### src/rtl/urtrb_pkg.sv
// Package for the serial receive/transmit ring buffer block.
// Holds event codes, field widths and the ring command/status structs.
// No dependencies.
package urtrb_pkg;

  localparam int BYTE_W   = 8;
  localparam int OP_W     = 3;
  localparam int FILL_W   = 8;
  localparam int CNT_W    = 32;
  localparam int S_DATA_W = 16;
  localparam int M_DATA_W = 152;

  // Event codes carried in the opcode field
  typedef enum logic [OP_W-1:0] {
    OP_LINE_RX    = 3'd0,
    OP_TX_READY   = 3'd1,
    OP_HOST_READ  = 3'd2,
    OP_HOST_WRITE = 3'd3,
    OP_FLUSH_RX   = 3'd4
  } opcode_t;

  // Command to one ring for one event
  typedef struct packed {
    logic push;
    logic pop;
    logic flush;
  } ring_cmd_t;

  // Ring status from the current pointers
  typedef struct packed {
    logic              empty;
    logic              full;
    logic [FILL_W-1:0] fill;
  } ring_stat_t;

endpackage

### src/rtl/urtrb_ram.sv
// Generic single-write, single-read synchronous RAM with registered read.
// Read data holds while no read is issued. No dependencies.
module urtrb_ram #(
  parameter int WIDTH = 8,
  parameter int DEPTH = 256
) (
  input  logic                     clk,
  input  logic                     we,
  input  logic [$clog2(DEPTH)-1:0] waddr,
  input  logic [WIDTH-1:0]         wdata,
  input  logic                     re,
  input  logic [$clog2(DEPTH)-1:0] raddr,
  output logic [WIDTH-1:0]         rdata
);

  logic [WIDTH-1:0] mem [DEPTH];

  // write port
  always_ff @(posedge clk) begin
    if (we) begin
      mem[waddr] <= wdata;
    end
  end

  // registered read port
  always_ff @(posedge clk) begin
    if (re) begin
      rdata <= mem[raddr];
    end
  end

endmodule

### src/rtl/urtrb_ring.sv
// One byte ring: read/write pointers around a urtrb_ram instance.
// Depends on urtrb_pkg and urtrb_ram.
module urtrb_ring
  import urtrb_pkg::*;
#(
  parameter int DEPTH = 256
) (
  input  logic              clk,
  input  logic              rst,
  input  ring_cmd_t         cmd,
  input  logic [BYTE_W-1:0] wdata,
  output logic [BYTE_W-1:0] rdata,
  output ring_stat_t        stat
);

  localparam int PW = $clog2(DEPTH);
  localparam logic [PW-1:0] LAST_IDX = PW'(DEPTH - 1);
  localparam logic [PW:0]   DEPTH_EXT = (PW+1)'(DEPTH);

  logic [PW-1:0] wr_ptr;
  logic [PW-1:0] rd_ptr;
  logic [PW-1:0] wr_inc;
  logic [PW-1:0] rd_inc;
  logic [PW:0]   fill_raw;
  logic [31:0]   fill_wide;

  // pointer increment with wrap at the ring depth
  assign wr_inc = (wr_ptr == LAST_IDX) ? '0 : wr_ptr + 1'b1;
  assign rd_inc = (rd_ptr == LAST_IDX) ? '0 : rd_ptr + 1'b1;

  // status from current pointers; fill saturates at 255
  assign fill_raw  = (wr_ptr >= rd_ptr) ? ({1'b0, wr_ptr} - {1'b0, rd_ptr})
                                        : ({1'b0, wr_ptr} + DEPTH_EXT - {1'b0, rd_ptr});
  assign fill_wide = 32'(fill_raw);
  assign stat.empty = (wr_ptr == rd_ptr);
  assign stat.full  = (wr_inc == rd_ptr);
  assign stat.fill  = (fill_wide > 32'd255) ? 8'hFF : fill_wide[FILL_W-1:0];

  // pointer update
  always_ff @(posedge clk) begin
    if (rst) begin
      wr_ptr <= '0;
      rd_ptr <= '0;
    end else if (cmd.flush) begin
      wr_ptr <= '0;
      rd_ptr <= '0;
    end else begin
      if (cmd.push) begin
        wr_ptr <= wr_inc;
      end
      if (cmd.pop) begin
        rd_ptr <= rd_inc;
      end
    end
  end

  urtrb_ram #(
    .WIDTH (BYTE_W),
    .DEPTH (DEPTH)
  ) u_ram (
    .clk   (clk),
    .we    (cmd.push),
    .waddr (wr_ptr),
    .wdata (wdata),
    .re    (cmd.pop),
    .raddr (rd_ptr),
    .rdata (rdata)
  );

endmodule

### config.mk
export PLATFORM = sky130hd
export DESIGN_NAME = urtrb_ring
export DESIGN_NICKNAME = d
export VERILOG_FILES = /design/src/rtl/urtrb_pkg.sv /design/src/rtl/urtrb_ram.sv /design/src/rtl/urtrb_ring.sv
export SDC_FILE = /design/constraint.sdc
export NUM_CORES = 2
export LEC_CHECK = 0
export CORE_MARGIN = 2
export CORE_UTILIZATION = 30
export CTS_BUF_LIST = sky130_fd_sc_hd__clkbuf_16
export CTS_CLUSTER_SIZE = 12
export DETAILED_ROUTE_END_ITERATION = 10
export DONT_BUFFER_PORTS = 1
export PLACE_DENSITY = 0.47
export SYNTH_ARGS = -nofsm -noshare
export SYNTH_HDL_FRONTEND = slang
export SYNTH_SLANG_ARGS = --single-unit
### constraint.sdc
create_clock -name clk -period 4.8 [get_ports clk]
set_input_delay 0.24 -clock clk [delete_from_list [all_inputs] [get_ports clk]]
set_output_delay 0.24 -clock clk [all_outputs]
set_load 0.03 [all_outputs]
Word-level counts from Yosys, hierarchy flattened

Memory sizes are Yosys's and may differ from the RTL's. A register that Yosys moved wholly into a read port is not among the register bits.
Index checks and enable logic that the tools add are counted.

Bits in writable memories: 2048
Bits in registers: 16
Input port bits: 13
Memories kept: 1
Word-level logic and storage cells: 21

Reduce and logical (&&, ||, !) cells: 1
Equal/unequal tests: 4
Magnitude comparators: 2
Mux-type cells: 6
Add/subtract/negate cells: 5

Memories:

| memory    | words | width | rd ports | clocked after memory_dff | write ports | RTL line        | text |
|---|---|---|---|---|---|---|---|
| u_ram.mem | 256   | 8     | 1        | 1                        | 1           | urtrb_ram.sv:16 | `logic [WIDTH-1:0] mem [DEPTH];` |

Operator list:

| operator                                                              | number |
|---|---|
| 8-bit two-way mux                                                     | 3 |
| 8-bit by 1-bit adder with 8-bit output (second input constant)        | 2 |
| 8-bit equality test                                                   | 2 |
| 8-bit equality test (second input constant)                           | 2 |
| 8-bit by 9-bit adder with 9-bit output (second input constant)        | 1 |
| 9-bit by 8-bit > comparator with 1-bit output (second input constant) | 1 |
| 9-bit two-way mux                                                     | 1 |
| 8-bit by 8-bit subtractor with 9-bit output                           | 1 |
| 9-bit by 8-bit subtractor with 9-bit output                           | 1 |
| 8-bit >= comparator                                                   | 1 |
| 1-bit two-way mux                                                     | 2 |
| 2-bit OR reduction                                                    | 1 |

Logic depth before layout (Yosys ltp)

Depth after elaboration: 5
Depth in mapped cells: 14
Gate-level depth less buffers: 12

Hierarchy

From an unflattened synthesis, not the netlist that was laid out.

Cell total of the unflattened synthesis: 3927
Area, all modules: 81085.3 um^2

Modules (own cells, without submodules):

| module     | cells an instance | times used | sequential area each (um^2) | area an instance (um^2) |
|---|---|---|---|---|
| urtrb_ram  | 3733              | 1          | 61739.2                     | 79636.4 |
| urtrb_ring | 194               | 1          | 320.3                       | 1448.9 |

Worst setup path before layout

No wires, ideal clock.

Path kind: flip-flop to output port
From: register rd_ptr[2]
To: output port stat[3] (netlist bit)
Path slack: 1.299 ns
Path buffers: 4
Cell stages (with the launch flop): 14
Data arrival time: 3.261 ns
Data required time: 4.560 ns
Path through: dfxtp_1 -> clkbuf_1 -> inv_2 -> buf_2 -> buf_2 -> buf_2 -> ha_1 -> o21ai_0 -> a21boi_0 -> o21ai_0 -> a21oi_1 -> or3b_2 -> a21oi_1 -> o21bai_1

RTL lines:

| what                   | RTL line         | text |
|---|---|---|
| from (decl)            | urtrb_ring.sv:21 | `logic [PW-1:0] rd_ptr;` |
| from (signal assigned) | urtrb_ring.sv:52 | `rd_ptr <= rd_inc;` |
| to (decl)              | urtrb_ring.sv:13 | `output ring_stat_t stat` |

==> key figures <==
STA
  – FMAX: 0.216 GHz
  – Unrepaired setup endpoints after global routing: false
  – WHS: -40.1 ps
  – Slew margin rel.: -0.0347
  – Period utilization: 0.962
  – Endpoints failing hold: 11
  – Finish-stage setup viols: 0
  – Clock skew: 38.3 ps
  – TNS Setup: 0 ps
  – Worst Tran Pin Value: 1550 ps
  – Slew Limit Fails: 113
  – Post-layout min period: 4620 ps

Setup path
  – Critical path depth: 10
  – Worst EP arrival: 4380 ps
  – CP dominant cell by count: o21ai_0
  – CP endpoint kind: output port
  – CP cell instances: inv_1 > ha_1 > nor2b_1 > o21ai_0 > a21boi_0 > o21ai_0 > a21oi_1 > or3b_2 > a21oi_2 > o21bai_1
  – Kind of cell adding the most delay to the critical path: compound AO/OA/AOI/OAI gates
  – Worst Path Buf+Inv: 1
  – Setup Crit Path Kind: flip-flop to output port
  – CP Launch Type: flip-flop
  – Critical path data required time: 4560 ps
  – Slowest stage cell on the critical path: dfxtp_4
  – Crit path largest cell delay: 620 ps
  – CP max FO: 14
  – Worst r2r path cells: 8

Routing
  – Detailed-route DRC error count: 0
  – Pre-antenna DRT Iters: 5
  – DRT Wirelength: 232 mm
  – DR iter-0 viols: 4,316
  – Routed wire per std cell: 29.9 um
  – Via density: 5.09
  – Via count: 39,496
  – Final ANT Viol Nets: 0

Pwr
  – Worst VDD drop: 0.438 mV
  – PwrDens: 400 mW/mm^2
  – Static leakage: 0.0278 uW

Logic synthesis
  – EDFF count, synth: 2,056
  – Synthesized area: 0.0810 mm^2
  – Async S/R FF share, synth: 0
  – Library cells used by synthesis: 64
  – Synth warn: 0
  – Largest area contributor in the netlist: edfxtp_1
  – Post-synth top area share: 0.762
  – Ys flop type: edfxtp_1
  – Share of the yosys chip area belonging to registers: 0.766
  – Post-synthesis register bit count: 2,072
  – Cells after synthesis: 3,878
  – Synth Area per Inst: 20.9 um^2
  – Net Count, Synth: 3,905
  – Synth area leaders: edfxtp_1 76%, mux4_2 14%, mux2i_1 2.1%, nor2_1 1.5%, o221ai_1 0.48%

Floorplanning
  – Die width: 524 um
  – Initial Utilization: 0.302
  – DIE AREA: 0.274 mm^2
  – Io pins: 31
  – Die Y: 524 um
  – FP Rows: 190
  – Core Area: 0.268 mm^2

Final layout
  – Nets: 4,049
  – Share of layout cells above drive strength 1: 0.230
  – Multi-input gate area: 0.0177 mm^2
  – Synth-to-layout area growth: 14.6%
  – N_diodes: 0
  – Most frequent cells in the layout: 2,056 x edfxtp_1, 489 x mux4_2, 324 x nor2_1
  – Fillers: 25,039
  – Most common cell after layout, fill and taps aside: edfxtp_1
  – FF+latch area: 0.0621 mm^2

Outcome
  – Status: finished, violations left
  – Failing checks: hold timing, slew limit

Global routing
  – Met3 Use GR: 0.0268
  – Largest net degree at the start of global routing: 257
  – Top Usage Layer GRT: met2
  – First-pass GRT wire length: 326 mm
  – M1 GR Usage: 0.235
  – Gr usage total: 0.168
  – Overflow after GRT: 0
  – Initial antenna violation count: 8
  – Met2 Use GR: 0.272
  – Vias in the first global route: 40,242

Place
  – HPWL Detailed: 136 mm
  – Gpl congestion: 0.814
  – IO Port Bufs: 0

Min path
  – Hold Crit Class: primary input to flip-flop
  – WHS Path Cells: 1

CTS
  – CTS sink count: 2,072
  – Reg clk slew, reported paths: 60 ps
  – Root Buffer: clkbuf_16
  – Htree depth: 4
  – Setup Fix Bufs, Post-CTS: 0
  – Worst-Skew Late Latency: 870 ps
  – Clk buf depth: 3
  – TritonCTS buffer count: 220
  – CTS tree: done

Run
  – Max-cap violations: 0
==> metrics by stage <==
step	power (uW)	util	cell area [um^2]	worst slack [ps]	instances
2_1_floorplan	20900	-	81000	1300	3878
3_3_place_gp	21100	0.319	85600	679	7336
3_5_place_dp	21100	0.319	85600	871	7336
4_1_cts	37500	0.346	92700	107	7751
5_1_grt	38300	0.346	92800	70.7	7754
6_report	37100	0.346	92800	181	7754
==> final cells by class <==
type / count / area share
clock buffers: 222 / 0.0599
clock inverters: 180 / 0.0135
multi-input cells: 1558 / 0.191
well taps: 3552 / 0.0479
inverters: 13 / 0.000607
flip-flops and latches: 2072 / 0.669
repair buffers: 157 / 0.0181
==> logic make-up after synthesis <==
group / count (synthesis) / share of synthesized area
muxes: 673 / 0.159
buffers and inverters: 248 / 0.0156
adders and majority gates: 14 / 0.00226
and+or+nand+nor: 524 / 0.0267
xor gates and xnor gates: 25 / 0.00270
DFF: 2072 / 0.766
AOI/OAI and AO/OA: 322 / 0.0272
==> sequential cells by signal, indices dropped and copies added, names as in the netlist <==
register	flops
u_ram.mem	2048
rd_ptr	8
u_ram.rdata	8
wr_ptr	8
==> Yosys cell counts (5+ instances only) <==
cell       instances
nand3_1           31
mux2i_1          166
ha_1              13
mux2_2            18
a211oi_1          12
clkbuf_1          97
nor3_1            11
a221o_1            6
xnor2_1           20
nand2_1           99
a22oi_1           40
nor2b_1           11
edfxtp_1        2056
buf_1             18
o22ai_1           22
o21ai_1            5
a221oi_1          11
buf_2             67
buf_4             40
nor4_1             7
inv_1             10
o211ai_1           5
a2111oi_0          7
nor2_1           328
o21ai_0           55
o221ai_1          44
dfxtp_1           16
nand4_1            9
a21oi_1           67
nand2b_1          12
mux4_2           489
a31oi_1            9
buf_6             13
xor2_1             5
==> worst register-to-register path: stages (launching register included) <==
cell,delay [ps]
dfxtp_4,770
buf_4,410
mux4_2,550
mux2_2,320
a21oi_1,470
nand4_1,150
a31oi_1,440
a221oi_1,370
a31o_1,290
==> power by group <==
group / switching [uW] / internal [uW] / leakage [uW]
Sequential: 35.4 / 19900 / 0.0186
Clock: 7120 / 8960 / 0.00356
Combinational: 731 / 388 / 0.00563
==> worst paths after layout <==
kind	start	endpoint	slack, ps
max	rd_ptr[1]	stat[3]	180
min	wdata[1]	u_ram.mem[69][1]	-40
max reg2reg	rd_ptr[0]	u_ram.rdata[3]	780
min reg2reg	wr_ptr[0]	wr_ptr[0]	600
==> timing repair <==
action / in CTS / in global routing
resized for setup: 1 / 0
hold buffers: 13 / 2
endpoints found under the hold margin: 2080 / 32
setup endpoints to repair: 8 / 0
==> layer usage <==
metal  part of all wire  vias up
met2               0.48     1184
met1               0.44    21581
met3              0.054      308
li1                   -    16421
met5           0.000039        -
met4              0.025        2
(Power assumes the default switching activity.)
